==> src/pee_pkg.sv <==
// pee_pkg: shared types and constants of the postfix expression evaluator
// holds character codes, error codes, controller states and the command/status structs
// no dependencies
package pee_pkg;

  localparam int OUT_WIDTH = 32;
  localparam int ERR_WIDTH = 2;
  localparam int SYM_WIDTH = 8;

  localparam logic [SYM_WIDTH-1:0] CH_NUL   = 8'h00;
  localparam logic [SYM_WIDTH-1:0] CH_ZERO  = 8'h30;
  localparam logic [SYM_WIDTH-1:0] CH_PLUS  = 8'h2B;
  localparam logic [SYM_WIDTH-1:0] CH_MINUS = 8'h2D;
  localparam logic [SYM_WIDTH-1:0] CH_STAR  = 8'h2A;
  localparam logic [SYM_WIDTH-1:0] CH_SLASH = 8'h2F;
  localparam logic [SYM_WIDTH-1:0] CH_PCT   = 8'h25;

  typedef enum logic [ERR_WIDTH-1:0] {
    ERR_OK    = 2'd0,
    ERR_UNDER = 2'd1,
    ERR_OVER  = 2'd2,
    ERR_DIV0  = 2'd3
  } err_t;

  typedef enum logic [2:0] {
    OP_ADD,
    OP_SUB,
    OP_MUL,
    OP_DIV,
    OP_MOD
  } op_t;

  typedef enum logic [2:0] {
    ST_IDLE,
    ST_READ_B,
    ST_READ_A,
    ST_EXEC,
    ST_BUSY,
    ST_TERM
  } state_t;

  typedef enum logic {
    WR_DIGIT,
    WR_ALU
  } wr_sel_t;

  typedef struct packed {
    logic    rd_en;
    logic    load_b;
    logic    load_a;
    logic    wr_en;
    wr_sel_t wr_sel;
    logic    start_unit;
    op_t     op;
    logic    load_out;
    logic    out_empty;
    err_t    out_error;
  } cmd_t;

  typedef struct packed {
    logic b_zero;
    logic unit_done;
    logic out_free;
  } sts_t;

endpackage

==> src/pee_ctrl.sv <==
// pee_ctrl: controller state machine, stack depth counter and sticky error
// depends on pee_pkg
module pee_ctrl
  import pee_pkg::*;
#(
  parameter int STACK_DEPTH = 16
) (
  input  logic                           clk,
  input  logic                           rst,
  input  logic                           sym_valid,
  input  logic [SYM_WIDTH-1:0]           symbol,
  output logic                           sym_ready,
  input  sts_t                           sts,
  output cmd_t                           cmd,
  output logic [$clog2(STACK_DEPTH)-1:0] rd_addr,
  output logic [$clog2(STACK_DEPTH)-1:0] wr_addr
);

  localparam int AW = $clog2(STACK_DEPTH);
  localparam int DW = $clog2(STACK_DEPTH + 1);

  state_t        state;
  state_t        state_next;
  op_t           op;
  op_t           op_next;
  logic [DW-1:0] depth;
  logic [DW-1:0] depth_next;
  err_t          err;
  err_t          err_next;

  logic          accept;
  logic          is_term;
  logic          is_op;
  op_t           sym_op;
  logic          is_divide;
  logic [DW-1:0] top_idx;
  logic [DW-1:0] sec_idx;

  assign sym_ready = (state == ST_IDLE);
  assign accept    = sym_valid && sym_ready;
  assign is_term   = (symbol == CH_NUL);
  assign is_op     = symbol inside {CH_PLUS, CH_MINUS, CH_STAR, CH_SLASH, CH_PCT};
  assign is_divide = (op == OP_DIV) || (op == OP_MOD);
  assign top_idx   = depth - DW'(1);
  assign sec_idx   = depth - DW'(2);

  always_comb begin
    case (symbol)
      CH_PLUS:  sym_op = OP_ADD;
      CH_MINUS: sym_op = OP_SUB;
      CH_STAR:  sym_op = OP_MUL;
      CH_SLASH: sym_op = OP_DIV;
      CH_PCT:   sym_op = OP_MOD;
      default:  sym_op = OP_ADD;
    endcase
  end

  always_ff @(posedge clk) begin
    if (rst) begin
      state <= ST_IDLE;
      op    <= OP_ADD;
      depth <= '0;
      err   <= ERR_OK;
    end else begin
      state <= state_next;
      op    <= op_next;
      depth <= depth_next;
      err   <= err_next;
    end
  end

  // next state
  always_comb begin
    state_next = state;
    case (state)
      ST_IDLE: begin
        if (accept) begin
          if (is_term) begin
            state_next = ST_TERM;
          end else if (is_op && depth >= DW'(2)) begin
            state_next = ST_READ_B;
          end
        end
      end
      ST_READ_B: state_next = ST_READ_A;
      ST_READ_A: state_next = ST_EXEC;
      ST_EXEC: begin
        if (is_divide && sts.b_zero) begin
          state_next = ST_IDLE;
        end else if (op == OP_ADD || op == OP_SUB) begin
          state_next = ST_IDLE;
        end else begin
          state_next = ST_BUSY;
        end
      end
      ST_BUSY: begin
        if (sts.unit_done) begin
          state_next = ST_IDLE;
        end
      end
      ST_TERM: begin
        if (sts.out_free) begin
          state_next = ST_IDLE;
        end
      end
      default: state_next = ST_IDLE;
    endcase
  end

  // commands, depth and error
  always_comb begin
    cmd            = '0;
    cmd.wr_sel     = WR_ALU;
    cmd.op         = op;
    cmd.out_error  = err;
    rd_addr        = top_idx[AW-1:0];
    wr_addr        = sec_idx[AW-1:0];
    op_next        = op;
    depth_next     = depth;
    err_next       = err;
    case (state)
      ST_IDLE: begin
        if (accept) begin
          if (is_term) begin
            if (depth == '0) begin
              err_next = (err == ERR_OK) ? ERR_UNDER : err;
            end else begin
              cmd.rd_en = 1'b1;
            end
          end else if (is_op) begin
            if (depth < DW'(2)) begin
              err_next = (err == ERR_OK) ? ERR_UNDER : err;
            end else begin
              cmd.rd_en = 1'b1;
              op_next   = sym_op;
            end
          end else if (depth == DW'(STACK_DEPTH)) begin
            err_next = (err == ERR_OK) ? ERR_OVER : err;
          end else begin
            cmd.wr_en  = 1'b1;
            cmd.wr_sel = WR_DIGIT;
            wr_addr    = depth[AW-1:0];
            depth_next = depth + DW'(1);
          end
        end
      end
      ST_READ_B: begin
        cmd.load_b = 1'b1;
        cmd.rd_en  = 1'b1;
        rd_addr    = sec_idx[AW-1:0];
      end
      ST_READ_A: begin
        cmd.load_a = 1'b1;
      end
      ST_EXEC: begin
        if (is_divide && sts.b_zero) begin
          err_next = (err == ERR_OK) ? ERR_DIV0 : err;
        end else if (op == OP_ADD || op == OP_SUB) begin
          cmd.wr_en  = 1'b1;
          depth_next = depth - DW'(1);
        end else begin
          cmd.start_unit = 1'b1;
        end
      end
      ST_BUSY: begin
        if (sts.unit_done) begin
          cmd.wr_en  = 1'b1;
          depth_next = depth - DW'(1);
        end
      end
      ST_TERM: begin
        if (sts.out_free) begin
          cmd.load_out  = 1'b1;
          cmd.out_empty = (depth == '0);
          depth_next    = '0;
          err_next      = ERR_OK;
        end
      end
      default: ;
    endcase
  end

endmodule

==> config.mk <==
export PLATFORM = sky130hd
export DESIGN_NAME = pee_ctrl
export DESIGN_NICKNAME = d
export VERILOG_FILES = /design/src/pee_pkg.sv /design/src/pee_ctrl.sv
export SDC_FILE = /design/constraint.sdc
export NUM_CORES = 1
export LEC_CHECK = 0
export BUFFER_PORTS_ARGS = -buffer_cell sky130_fd_sc_hd__buf_2
export CORE_MARGIN = 2
export CORE_UTILIZATION = 56
export DETAILED_ROUTE_END_ITERATION = 6
export GPL_TIMING_DRIVEN = 0
export PLACE_DENSITY = 0.85
export SKIP_LAST_GASP = 1
export SLEW_MARGIN = 20
export SYNTH_ARGS = -nofsm -noshare
export SYNTH_HDL_FRONTEND = slang
export SYNTH_SLANG_ARGS = --single-unit
==> constraint.sdc <==
create_clock -name clk -period 5.2 [get_ports clk]
set_clock_uncertainty 0.1 [all_clocks]
set_input_delay 1.04 -clock clk [delete_from_list [all_inputs] [get_ports clk]]
set_output_delay 1.04 -clock clk [all_outputs]
set_load 0.01 [all_outputs]
# Yosys cells after proc, flatten, opt, wreduce, memory -nomap -nowiden
# Cells that the tools add are included.
[totals]
reg_bits = 13
in_bits = 14
output_inout_bits = 22
[op_classes]
addsub = 3
n_lt_le_gt_ge = 2
eq_ne = 29
muxes = 58
bitwise = 2
n_reduce_logical = 17
[ops]
columns = ["operator", "n"]
rows = [
  ["$eq 8x6->1 const B", 5],
  ["$mux 5", 8],
  ["$mux 2", 17],
  ["$mux 4", 6],
  ["$mux 3", 7],
  ["$pmux 5 s4", 1],
  ["$ne 2x2->1 const B", 9],
  ["$pmux 3 s6", 1],
  ["$reduce_and 9->1", 2],
  ["$mux 1", 14],
  ["$pmux 3 s4", 1],
  ["$eq 3x2->1 const B", 3],
  ["$eq 3x3->1 const B", 3],
  ["$logic_not 8->1", 1],
  ["$ne 4x1->1 const B", 2],
  ["$eq 3x1->1 const B", 2],
  ["$logic_not 3->1", 2],
  ["$pmux 2 s3", 1],
  ["$add 5x1->5 const B", 1],
  ["$eq 5x5->1 const B", 1],
  ["$ge 5x2->1 const B", 1],
  ["$logic_not 5->1", 1],
  ["$lt 5x2->1 const B", 1],
  ["$reduce_and 5->1", 1],
  ["16 further kinds", 20],
]

# Longest topological paths before layout
[depth]
word_depth = 7
depth_mapped = 8
depth_no_buf = 7

# Least setup slack after synthesis
# Ideal clock, no wire load.
[synth_timing]
kind = "input port to output port"
startpoint = "input port symbol[0]"
endpoint = "output port cmd[9] (netlist bit)"
arrival_ns = 2.686
required_ns = 4.060
path_slack_ns = 1.374
cell_stages = 4
path_cell_list = "or4_1 -> nor3_1 -> nor4_1 -> or3_1"
[synth_lines]
columns = ["element", "line", "rtl"]
rows = [
  ["from (decl)", "pee_ctrl.sv:11", "input logic [SYM_WIDTH-1:0] symbol,"],
  ["to (decl)", "pee_ctrl.sv:14", "output cmd_t cmd,"],
]

==> impl_metrics.env <==
export IMPL_outcome="completed"
export IMPL_endpoint_kind="primary output"
export IMPL_synth_area_leaders="dfxtp_1 20%, ha_1 6.8%, xnor2_1 6.8%"
export IMPL_fin_area_um2=1530
export IMPL_cts_tree="built"
export IMPL_maxCapViolations=0
export IMPL_wl_per_cell_um=14.8
export IMPL_fill_cells=188
export IMPL_relSlewSlack_pct=38.1
export IMPL_min_path_type="reg -> reg"
export IMPL_cp_common_cell="buf_2"
export IMPL_drive_above_1_share_pct=24.8
export IMPL_slowest_stage="nor3_1"
export IMPL_num_vias=1465
export IMPL_synth_ff_type="dfxtp_1"
export IMPL_maxSlewViolCount=0
export IMPL_grt_overflow_total=0
export IMPL_cts_max_level=1
export IMPL_synth_edf_count=0
export IMPL_synthArstFlopShare_pct=0
export IMPL_dieArea_um2=2710
export IMPL_fin_tns_setup_ns=0
export IMPL_drt_iter0_drc=50
export IMPL_ant_nets=0
export IMPL_syn_avg_cell_area_um2=7.56
export IMPL_drc=0
export IMPL_vias_per_cell=6.16
export IMPL_critPathTopFamily="simple AND/OR/NAND/NOR gates"
export IMPL_die_h_um=52.0
export IMPL_fin_util_pct=69.8
export IMPL_synth_seq_cells=13
export IMPL_rows=17
export IMPL_hold_slack_ns=0.440
export IMPL_grt_pass1_wl_um=5810
export IMPL_slowest_delay_ns=0.72
export IMPL_clock_root_buffer="clkbuf_4"
export IMPL_r2r_slack_ns=2.55
export IMPL_synth_area_leader_cell="dfxtp_1"
export IMPL_dr_pass1_iters=4
export IMPL_cp_start_kind="input pin"
export IMPL_synth_cell_types=46
export IMPL_antenna_found_initial=0
export IMPL_crit_buf_inv=2
export IMPL_synthesis_instances=171
export IMPL_clock_sinks=13
export IMPL_crit_chain="buf_2, or4_1, nor3_1, nor4_1, or3_1, buf_2"
export IMPL_dp_slack_ns=0.849
export IMPL_seq_area_frac_synth_pct=20.1
export IMPL_vdd_ir_drop_worst_uv=329
export IMPL_start_util_pct=59.0
export IMPL_placed_area_um2=1500
export IMPL_path_clk_slew_ns=0.08
export IMPL_worstPathMaxFanout=8
export IMPL_synth_top_area_share_pct=20.1
export IMPL_grt_pass1_vias=1352
export IMPL_max_clock_freq_mhz=226
export IMPL_syn_cell_area_um2=1290
export IMPL_synthToLayoutAreaGrowth_pct=18.3
export IMPL_dpl_hpwl_um=2670
export IMPL_seqCellArea_um2=260
export IMPL_p_leak_nw=0.640
export IMPL_core_area_um2=2190
export IMPL_multiInputGateArea_um2=945
export IMPL_die_x_um=52.0
export IMPL_fin_crit_sh_pct=84.9
export IMPL_crit_required_ns=4.06
export IMPL_cts_made_buffers=3
export IMPL_cts_setup_buffers=0
export IMPL_grt_max_degree=11
export IMPL_setup_violations_final=0
export IMPL_fin_nets=232
export IMPL_period_needed_ns=4.42
export IMPL_yosys_warnings=0
export IMPL_worstPathArrival_ns=3.28
export IMPL_synth_most_common_cell="nand2_1"
export IMPL_io_buffers=35
export IMPL_powerDensity_nw_per_um2=521
export IMPL_drt_total_wl_um=3510
export IMPL_ios=36
export IMPL_worstMarginPinSlew_ns=0.922
export IMPL_cts_max_path_buffers=2
export IMPL_clkLatencyLatePin_ns=0.29
export IMPL_worstSetupPathType="in -> out"
export IMPL_yosys_top_cells_count="14 x nand2_1, 13 x dfxtp_1, 12 x inv_1, 12 x nor3_1, 10 x xnor2_1"
export IMPL_track_usage_pct=28.2
export IMPL_hold_buffers=0
export IMPL_gp_congestion=0.891
export IMPL_synthesis_nets=192
export IMPL_rsz0062_at_grt="no"
export IMPL_postLayoutSetupSlackWorst_ns=0.784
export IMPL_antenna_cells=0
export IMPL_cts_resized=0
export IMPL_finalHoldViolCount=0
power by group:
part,switching (W),internal [W],total (W)
Clock,0.0000366,0.0000298,0.0000665
Combinational,0.000326,0.000245,0.000572
Sequential,0.0000320,0.000127,0.000159
cells in the final DEF (no fill, tap or decap), types with 2 or more instances in the layout:
master    count
nand3_1       2
ha_1          7
or4_1         2
or4b_2        2
clkbuf_1      9
a21oi_1       5
or3_1         4
nor4_1        3
a211oi_1      5
mux2i_1       5
o21ai_0       7
or2_2         2
nor3b_1       3
or3b_2        3
nor2_1        8
o22ai_1       5
nor2b_1       6
nand3b_1      2
nand2b_1      5
o31ai_1       2
a311oi_1      2
a21boi_0      2
xnor2_1      10
inv_1        12
clkbuf_4      3
nor3_1       12
a31oi_1       2
nand2_1      14
buf_2        35
dfxtp_1      13
worst reg2reg max path, cell delays in order (launching register included):
cell and delay, ns:
dfxtp_1 0.33, clkbuf_1 0.21, inv_1 0.16, ha_1 0.22
nor3b_1 0.30, or4b_2 0.64, o2111ai_1 0.21, a21oi_1 0.12
a311oi_1 0.27
final cells by class:
cell class | instances | share of cell area [%]
flip-flops and latches | 13 | 17.0
well taps | 28 | 2.29
repair buffers | 35 | 11.5
inverters | 12 | 2.95
multi-input cells | 136 | 61.8
clock buffers | 4 | 1.72
plain buffers | 10 | 2.78
per-stage QoR:
step                      total power (W)  std cells
final                            0.000797        238
after global routing             0.000862        238
after CTS                        0.000790        238
after detailed placement         0.000722        234
after global placement           0.000700        234
after floorplan                  0.000558        171
path summary, 6_finish.rpt:
path,from,to,depth (start not counted)
hold / removal,op[2],op[2],2
hold reg to reg,op[2],op[2],2
setup reg to reg,depth[2],err[0],8
setup / recovery,symbol[0],cmd[9],6
per-layer routing:
layer	wire (um)	share of wire, %	vias up	GRT usage (%)
li1	-	-	703	-
met3	207	5.9	10	6.61
met2	1800	51	56	47.0
met5	0	0	-	0
met4	44	1.3	0	10.5
met1	1460	42	696	34.8
registers in the layout (all words and copies together) (netlist names):
register  cells
depth         5
state         3
err           2
op            3
logic make-up after synthesis:
logic type	synth area share, %
adder cells (fa/ha/maj)	6.78
flip-flops	20.1
AO/OA/AOI/OAI	20.2
XOR/XNOR	6.78
multiplexers	3.87
AND/OR/NAND/NOR	35.4
buffers and inverters	6.78
No activity file was read; power rests on OpenSTA's default activity.
