`config.mk`:
```
export PLATFORM = sky130hd
export DESIGN_NAME = pee_datapath
export DESIGN_NICKNAME = d
export VERILOG_FILES = /design/src/pee_pkg.sv /design/src/pee_ram.sv /design/src/pee_muldiv.sv /design/src/pee_datapath.sv
export SDC_FILE = /design/constraint.sdc
export NUM_CORES = 1
export LEC_CHECK = 0
export BUFFER_PORTS_ARGS = -buffer_cell sky130_fd_sc_hd__buf_4
export CAP_MARGIN = 20
export CORE_ASPECT_RATIO = 1.1
export CORE_MARGIN = 10
export CORE_UTILIZATION = 25
export CTS_BUF_LIST = sky130_fd_sc_hd__clkbuf_16
export DETAILED_ROUTE_END_ITERATION = 8
export PLACE_DENSITY_LB_ADDON = 0.12
export SYNTH_ARGS = -nofsm -noshare
export SYNTH_HDL_FRONTEND = slang
export SYNTH_HIERARCHICAL = 1
export SYNTH_SLANG_ARGS = --single-unit
export TNS_END_PERCENT = 1
```
`constraint.sdc`:
```
create_clock -name clk -period 6.75 [get_ports clk]
set_input_delay 0.3375 -clock clk [delete_from_list [all_inputs] [get_ports clk]]
set_output_delay 0.3375 -clock clk [all_outputs]
set_load 0.005 [all_outputs]
```
`src/pee_pkg.sv`:
```
// pee_pkg: shared types and constants of the postfix expression evaluator
// holds character codes, error codes, controller states and the command/status structs
// no dependencies
package pee_pkg;

  localparam int OUT_WIDTH = 32;
  localparam int ERR_WIDTH = 2;
  localparam int SYM_WIDTH = 8;

  localparam logic [SYM_WIDTH-1:0] CH_NUL   = 8'h00;
  localparam logic [SYM_WIDTH-1:0] CH_ZERO  = 8'h30;
  localparam logic [SYM_WIDTH-1:0] CH_PLUS  = 8'h2B;
  localparam logic [SYM_WIDTH-1:0] CH_MINUS = 8'h2D;
  localparam logic [SYM_WIDTH-1:0] CH_STAR  = 8'h2A;
  localparam logic [SYM_WIDTH-1:0] CH_SLASH = 8'h2F;
  localparam logic [SYM_WIDTH-1:0] CH_PCT   = 8'h25;

  typedef enum logic [ERR_WIDTH-1:0] {
    ERR_OK    = 2'd0,
    ERR_UNDER = 2'd1,
    ERR_OVER  = 2'd2,
    ERR_DIV0  = 2'd3
  } err_t;

  typedef enum logic [2:0] {
    OP_ADD,
    OP_SUB,
    OP_MUL,
    OP_DIV,
    OP_MOD
  } op_t;

  typedef enum logic [2:0] {
    ST_IDLE,
    ST_READ_B,
    ST_READ_A,
    ST_EXEC,
    ST_BUSY,
    ST_TERM
  } state_t;

  typedef enum logic {
    WR_DIGIT,
    WR_ALU
  } wr_sel_t;

  typedef struct packed {
    logic    rd_en;
    logic    load_b;
    logic    load_a;
    logic    wr_en;
    wr_sel_t wr_sel;
    logic    start_unit;
    op_t     op;
    logic    load_out;
    logic    out_empty;
    err_t    out_error;
  } cmd_t;

  typedef struct packed {
    logic b_zero;
    logic unit_done;
    logic out_free;
  } sts_t;

endpackage

```
`src/pee_ram.sv`:
```
// pee_ram: generic single write port, single read port ram with registered read data
// no dependencies
module pee_ram #(
  parameter int WIDTH = 32,
  parameter int DEPTH = 16
) (
  input  logic                     clk,
  input  logic                     wr_en,
  input  logic [$clog2(DEPTH)-1:0] wr_addr,
  input  logic [WIDTH-1:0]         wr_data,
  input  logic                     rd_en,
  input  logic [$clog2(DEPTH)-1:0] rd_addr,
  output logic [WIDTH-1:0]         rd_data
);

  logic [WIDTH-1:0] mem [DEPTH];

  always_ff @(posedge clk) begin
    if (wr_en) begin
      mem[wr_addr] <= wr_data;
    end
    if (rd_en) begin
      rd_data <= mem[rd_addr];
    end
  end

endmodule

```
`src/pee_muldiv.sv`:
```
// pee_muldiv: shared iterative unit, shift-add multiply and restoring signed divide/remainder
// one bit per cycle; depends on pee_pkg for op_t
module pee_muldiv
  import pee_pkg::*;
#(
  parameter int WIDTH = 32
) (
  input  logic             clk,
  input  logic             rst,
  input  logic             start,
  input  op_t              op,
  input  logic [WIDTH-1:0] a,
  input  logic [WIDTH-1:0] b,
  output logic             done,
  output logic [WIDTH-1:0] result
);

  localparam int CW = $clog2(WIDTH);

  logic             busy;
  logic [CW-1:0]    cnt;
  logic [WIDTH-1:0] acc;
  logic [WIDTH-1:0] sh_a;
  logic [WIDTH-1:0] sh_b;
  logic             neg_q;
  logic             neg_r;
  op_t              mode;
  logic [WIDTH+1:0] diff;
  logic [WIDTH-1:0] mag_a;
  logic [WIDTH-1:0] mag_b;

  assign mag_a = a[WIDTH-1] ? (WIDTH'(0) - a) : a;
  assign mag_b = b[WIDTH-1] ? (WIDTH'(0) - b) : b;
  assign diff  = {1'b0, acc, sh_a[WIDTH-1]} - {2'b00, sh_b};

  always_ff @(posedge clk) begin
    if (rst) begin
      busy <= 1'b0;
      done <= 1'b0;
    end else if (start) begin
      busy <= 1'b1;
      done <= 1'b0;
    end else if (busy && cnt == '0) begin
      busy <= 1'b0;
      done <= 1'b1;
    end
  end

  always_ff @(posedge clk) begin
    if (start) begin
      cnt   <= CW'(WIDTH - 1);
      acc   <= '0;
      mode  <= op;
      neg_q <= a[WIDTH-1] ^ b[WIDTH-1];
      neg_r <= a[WIDTH-1];
      if (op == OP_MUL) begin
        sh_a <= a;
        sh_b <= b;
      end else begin
        sh_a <= mag_a;
        sh_b <= mag_b;
      end
    end else if (busy) begin
      cnt <= cnt - CW'(1);
      if (mode == OP_MUL) begin
        if (sh_b[0]) begin
          acc <= acc + sh_a;
        end
        sh_a <= {sh_a[WIDTH-2:0], 1'b0};
        sh_b <= {1'b0, sh_b[WIDTH-1:1]};
      end else begin
        if (!diff[WIDTH+1]) begin
          acc <= diff[WIDTH-1:0];
        end else begin
          acc <= {acc[WIDTH-2:0], sh_a[WIDTH-1]};
        end
        sh_a <= {sh_a[WIDTH-2:0], ~diff[WIDTH+1]};
      end
    end
  end

  always_comb begin
    case (mode)
      OP_MUL:  result = acc;
      OP_DIV:  result = neg_q ? (WIDTH'(0) - sh_a) : sh_a;
      OP_MOD:  result = neg_r ? (WIDTH'(0) - acc) : acc;
      default: result = acc;
    endcase
  end

endmodule

```
`src/pee_datapath.sv`:
```
// pee_datapath: operand stack ram, operand registers, add/sub, iterative unit, result register
// depends on pee_pkg, pee_ram and pee_muldiv
module pee_datapath
  import pee_pkg::*;
#(
  parameter int STACK_DEPTH = 16,
  parameter int VALUE_WIDTH = 32
) (
  input  logic                           clk,
  input  logic                           rst,
  input  cmd_t                           cmd,
  input  logic [$clog2(STACK_DEPTH)-1:0] rd_addr,
  input  logic [$clog2(STACK_DEPTH)-1:0] wr_addr,
  input  logic [SYM_WIDTH-1:0]           symbol,
  output sts_t                           sts,
  input  logic                           res_ready,
  output logic                           res_valid,
  output logic signed [OUT_WIDTH-1:0]    value,
  output logic [ERR_WIDTH-1:0]           error_code
);

  logic [VALUE_WIDTH-1:0] rd_data;
  logic [VALUE_WIDTH-1:0] wr_data;
  logic [VALUE_WIDTH-1:0] opnd_a;
  logic [VALUE_WIDTH-1:0] opnd_b;
  logic [VALUE_WIDTH-1:0] alu_res;
  logic [VALUE_WIDTH-1:0] unit_res;
  logic [VALUE_WIDTH-1:0] digit;
  logic                   unit_done;

  pee_ram #(
    .WIDTH(VALUE_WIDTH),
    .DEPTH(STACK_DEPTH)
  ) u_stack (
    .clk    (clk),
    .wr_en  (cmd.wr_en),
    .wr_addr(wr_addr),
    .wr_data(wr_data),
    .rd_en  (cmd.rd_en),
    .rd_addr(rd_addr),
    .rd_data(rd_data)
  );

  pee_muldiv #(
    .WIDTH(VALUE_WIDTH)
  ) u_muldiv (
    .clk   (clk),
    .rst   (rst),
    .start (cmd.start_unit),
    .op    (cmd.op),
    .a     (opnd_a),
    .b     (opnd_b),
    .done  (unit_done),
    .result(unit_res)
  );

  always_ff @(posedge clk) begin
    if (cmd.load_b) begin
      opnd_b <= rd_data;
    end
    if (cmd.load_a) begin
      opnd_a <= rd_data;
    end
  end

  assign digit = VALUE_WIDTH'(symbol) - VALUE_WIDTH'(CH_ZERO);

  always_comb begin
    case (cmd.op)
      OP_ADD:  alu_res = opnd_a + opnd_b;
      OP_SUB:  alu_res = opnd_a - opnd_b;
      default: alu_res = unit_res;
    endcase
  end

  assign wr_data = (cmd.wr_sel == WR_DIGIT) ? digit : alu_res;

  // result register
  always_ff @(posedge clk) begin
    if (rst) begin
      res_valid <= 1'b0;
    end else if (cmd.load_out) begin
      res_valid <= 1'b1;
    end else if (res_ready) begin
      res_valid <= 1'b0;
    end
  end

  always_ff @(posedge clk) begin
    if (cmd.load_out) begin
      value      <= cmd.out_empty ? '0 : OUT_WIDTH'($signed(rd_data));
      error_code <= cmd.out_error;
    end
  end

  assign sts.b_zero    = (opnd_b == '0);
  assign sts.unit_done = unit_done;
  assign sts.out_free  = !res_valid || res_ready;

endmodule

```
Word-level counts from Yosys, hierarchy flattened --
Memory sizes are Yosys's and may differ from the RTL's. A register that Yosys moved wholly into a read port is not among the register bits. Index checks and enable logic that the tools add are counted.
Word-level totals: register bits after elaboration 207, RAM bits 512, bits of input ports 32, output and inout port bits 38, word-level logic and storage cells 70, memories 1
Memories:
- u_stack.mem | words 16, width 32, rd ports 1, clocked after Yosys merged registers in 1, write ports 1, RTL line pee_ram.sv:16 | logic [WIDTH-1:0] mem [DEPTH];
Operators by class: add/subtract/negate cells 10, equal/unequal tests 6, mux-type cells 24, bitwise operators 2, reductions and logical operators 13
Operators by type and width (count):
- $mux W32 | 15
- $pmux W32 S2 | 2
- $sub A1 B32 Y32 const A | 4
- $add A32 B32 Y32 | 2
- $sub A33 B32 Y34 | 1
- $logic_not A32 Y1 | 1
- $sub A32 B32 Y32 | 1
- $eq A3 B2 Y1 const B | 3
- $sub A8 B6 Y9 const B | 1
- $reduce_bool A2 Y1 | 4
- $mux W1 | 7
- $logic_not A5 Y1 | 1
- $sub A5 B1 Y5 const B | 1
- $reduce_and A2 Y1 | 2
- $eq A3 B1 Y1 const B | 1
- $eq A3 B3 Y1 const B | 1
- $logic_not A3 Y1 | 1
- $ne A2 B1 Y1 const B | 1
- $reduce_or A2 Y1 | 1
- $logic_and A1 B1 Y1 | 1
- $logic_not A1 Y1 | 1
- $logic_or A1 B1 Y1 | 1
- $not A1 Y1 | 1
- $xor A1 B1 Y1 | 1

Logic depth before layout (Yosys ltp) --
word-level depth 5, mapped depth 18

Hierarchy --
The synthesis kept the hierarchy.
By module, submodules not included:
- pee_ram | instances 1, cells an instance 838, area each 20174.3 µm²
- pee_muldiv | instances 1, cells an instance 1431, area each 11010.6 µm²
- pee_datapath | instances 1, cells an instance 576, area each 6004.5 µm²

Worst setup path after synthesis --
Ideal clock, no wire load.
path type register to register, from reg opnd_b[2], to mem u_stack.mem[0][29], data pin, setup time 330 ps, arrival time 4557 ps, required time 6420 ps, setup slack 1863 ps, cell stages (with the launch flop) 15, path through edfxtp_1 > or4_4 > or3_1 > or4_4 > o31ai_1 > xor2_1 > ha_1 > clkbuf_1 > nand4_1 > nor3_1 > a21oi_1 > o41ai_1 > a21oi_1 > xnor2_1 > o21ai_0
On the way: word-level cells in the longest chain between the ends 3, elaborated cells between the ends (all ways) 4, classes of those cells add/sub (2); mux (2)
RTL lines:
- start, declared | RTL line pee_datapath.sv:25 | logic [VALUE_WIDTH-1:0] opnd_b;
- start signal, assigned | RTL line pee_datapath.sv:59 | opnd_b <= rd_data;
- $sub A32 B32 Y32 / $add A32 B32 Y32 (equally long branches) | RTL line pee_datapath.sv:71, pee_datapath.sv:70
- $pmux W32 S2 (*) | RTL line pee_datapath.sv:69 | case (cmd.op)
- $mux W32 (*) | RTL line pee_datapath.sv:76 | assign wr_data = (cmd.wr_sel == WR_DIGIT) ? digit : alu_res;
- net wr_data[29] | RTL line pee_datapath.sv:23 | logic [VALUE_WIDTH-1:0] wr_data;
- end, declared | RTL line pee_ram.sv:16
Mark *: on every way through the listed nets, which the timed path passes. The rest lies on a longest branch.

Final worst setup path --
from reg opnd_b[4], to mem u_stack.mem[14][25], data pin
The elaborated chain is that of the path after synthesis.

==> impl_metrics.env <==
export IMPL_run_status="completed"
export IMPL_regArea_sq_mm=0.0222
export IMPL_dr_wl_met2_microns=59600
export IMPL_syn_area_sq_mm=0.0372
export IMPL_insertion_delay_ns=0.69
export IMPL_postPlaceCellArea_sq_mm=0.0402
export IMPL_drc_errors=0
export IMPL_crit_type="reg2reg"
export IMPL_start_kind="flip-flop"
export IMPL_ys_async_sr_fraction_pct=0
export IMPL_max_slew_worst_pin_slew_ns=1.07
export IMPL_finalSetupTns_ns=0
export IMPL_synth_top_cell_area_share_pct=57.4
export IMPL_grt_overflow=0
export IMPL_io_pins=70
export IMPL_critPathLaunch="opnd_b[4]"
export IMPL_viasPerCell=4.89
export IMPL_synth_edf_count=711
export IMPL_peakVddDrop_v=0.000182
export IMPL_core_sq_mm=0.148
export IMPL_dieArea_sq_mm=0.165
export IMPL_cts_sinks=751
export IMPL_antenna_cells=0
export IMPL_endpoint="u_stack/mem[14][25]"
export IMPL_fin_area_sq_mm=0.0432
export IMPL_cp_max_fo=16
export IMPL_pre_cts_slack_ns=0.992
export IMPL_whs_ns=0.109
export IMPL_yosysTopAreaCell="edfxtp_1"
export IMPL_root_buffer="clkbuf_16"
export IMPL_wirelength_microns=119000
export IMPL_cts_setup_buffers=0
export IMPL_rr_worst_depth=14
export IMPL_clk_pin_slew_ns=0.06
export IMPL_die_y_microns=425
export IMPL_layout_common_cells="edfxtp_1, nand2_1, a21oi_1, nor2_1, o21ai_0"
export IMPL_final_fill_count=14839
export IMPL_antenna_found_initial=4
export IMPL_hold_path_class="in2reg"
export IMPL_port_buffers=69
export IMPL_clock_path_buffers=3
export IMPL_yosys_top_cells_area="edfxtp_1, mux4_2, ha_1, a21oi_1, xnor2_1"
export IMPL_p_leak_nw=14.9
export IMPL_placed_cells=4798
export IMPL_powerDensity_mw_per_mm2=282
export IMPL_drt_iter0_drc=1612
export IMPL_totalPowerFinal_mw=12.2
export IMPL_rsz0062_at_grt="false"
export IMPL_syn_avg_cell_area_sq_um=13.1
export IMPL_wl_met3_microns=3550
export IMPL_htree_levels=3
export IMPL_synth_seq_cells=751
export IMPL_syn_to_final_growth_pct=16.1
export IMPL_hold_viol=0
export IMPL_postSynthCellCount=2845
export IMPL_postCtsHoldBufs=7
export IMPL_fmax_ghz=0.180
export IMPL_cts_tree="built"
export IMPL_rows=148
export IMPL_max_slew_margin_pct=27.9
export IMPL_layout_drive_gt1_share_pct=14.9
export IMPL_cts_resized=0
export IMPL_hold_path_cell_count=2
export IMPL_cts_buffers=86
export IMPL_drv_slew=0
export IMPL_setup_viol=0
export IMPL_grt_usage_pct=14.2
export IMPL_ys_seq_area_share_pct=59.6
export IMPL_multi_input_area_sq_mm=0.0143
export IMPL_r2r_start="opnd_b[4]"
export IMPL_wirelength_met1_microns=52800
export IMPL_ys_warn_count=6
export IMPL_dr_pass1_iters=6
export IMPL_min_period_ns=5.55
export IMPL_nets=3087
export IMPL_finClkSkew_ns=0.0369
export IMPL_grt_pass1_vias=25649
export IMPL_synth_nets=2981
export IMPL_synth_cell_types=84
export IMPL_start_util_pct=25.1
export IMPL_grt_pass1_wl_microns=175000
export IMPL_hpwl_microns=78800
export IMPL_layout_commonest_cell="edfxtp_1"
export IMPL_dr_total_vias=24309
export IMPL_timing_rr_end="u_stack/mem[14][25]"
export IMPL_max_cap_violations=0
export IMPL_worst_slack_ns=1.20
export IMPL_timing_final_crit_share_pct=82.3
export IMPL_final_util_pct=29.2
export IMPL_drtAntennaViolNets=0
export IMPL_reg2reg_slack_ns=1.20
export IMPL_stdcell_count=4972
export IMPL_gp_congestion=0.845
export IMPL_cp_arrival_ns=6.08
export IMPL_critical_path_required_ns=7.28
export IMPL_synthFlopType="edfxtp_1"
export IMPL_grt_max_degree=74
export IMPL_post_drt_wl_per_cell_microns=24.0
export IMPL_top_layer="met4"
export IMPL_end_kind="flip-flop"
export IMPL_die_w_microns=388
-- worst max-delay path: stages (launching register included) --
cell and delay (ns):
edfxtp_1 0.50, or4_4 0.58, or3_1 0.35, or3_1 0.44
or2_2 0.36, nor4_2 0.28, a21oi_1 0.16, xnor2_1 0.16
ha_1 0.39, nand2_1 0.15, o41ai_1 0.99, a21oi_1 0.19
xnor2_1 0.18, o21ai_0 0.41, buf_4 0.29
-- cells by family (layout without fill, tap and decap cells) --
group,after synthesis,after routing,synth area share (%)
flops,751,751,59.6
compound gates,713,713,12.3
mux,146,146,8.26
xor+xnor,202,202,4.76
buf+inv,205,382,2.30
fa+ha+maj,104,104,3.56
simple gates,724,724,9.26
-- layer usage --
layer / vias to the layer above / GRT usage [%]
met1: 12423 / 17.9
li1: 11224 / -
met3: 167 / 1.63
met4: 0 / 4.72
met5: - / 0
met2: 495 / 25.0
-- power by group --
part           switching [mW]  total [mW]  leakage, nW  internal, mW
logic                    1.21        1.93         6.51         0.722
registers               0.224        5.63         6.99          5.41
clock network            1.99        4.62         1.41          2.63
total                    3.42        12.2         14.9          8.76
-- flip-flops by register name (all words and copies together), names as in the netlist, 2 cells and up --
register,flops
error_code,2
opnd_a,32
opnd_b,32
u_muldiv/acc,32
u_muldiv/cnt,5
u_muldiv/mode,3
u_muldiv/sh_a,32
u_muldiv/sh_b,32
u_stack/mem,512
u_stack/rd_data,32
value,32
-- worst min-delay path by stage --
stage	start	endpoint	slack, ns
floorplan	rst	res_valid	0.41
finish	cmd[7]	u_muldiv/acc[18]	0.11
detailed placement	u_muldiv/done	u_muldiv/done	0.46
global placement	u_muldiv/done	u_muldiv/done	0.45
global route	cmd[7]	u_muldiv/acc[18]	0.09
CTS	cmd[7]	u_muldiv/acc[18]	0.04
-- synthesized netlist by cell type (all sizes together), types with 15 or more instances --
master,instances
nor2,204
a31oi,20
o41ai,18
o31ai,32
nand3,32
xnor2,102
or4,17
and3,18
nor3,47
o211ai,33
inv,77
xor2,100
nand2b,25
nor2b,44
edfxtp,711
clkbuf,89
or3,20
a21oi,229
mux4,128
buf,39
a211oi,17
a21o,48
nor4,21
nand2,234
o21ai,152
dfxtp,40
a22oi,68
nand4,15
ha,101
-- layout make-up --
class | count | area share [%]
Tap cell | 1950 | 5.65
Clock inverter | 72 | 1.41
Sequential cell | 751 | 51.3
Multi-Input combinational cell | 1889 | 33.2
Clock buffer | 87 | 5.04
Inverter | 77 | 0.670
Timing Repair Buffer | 146 | 2.70
Power figures use the tool's default switching activity.
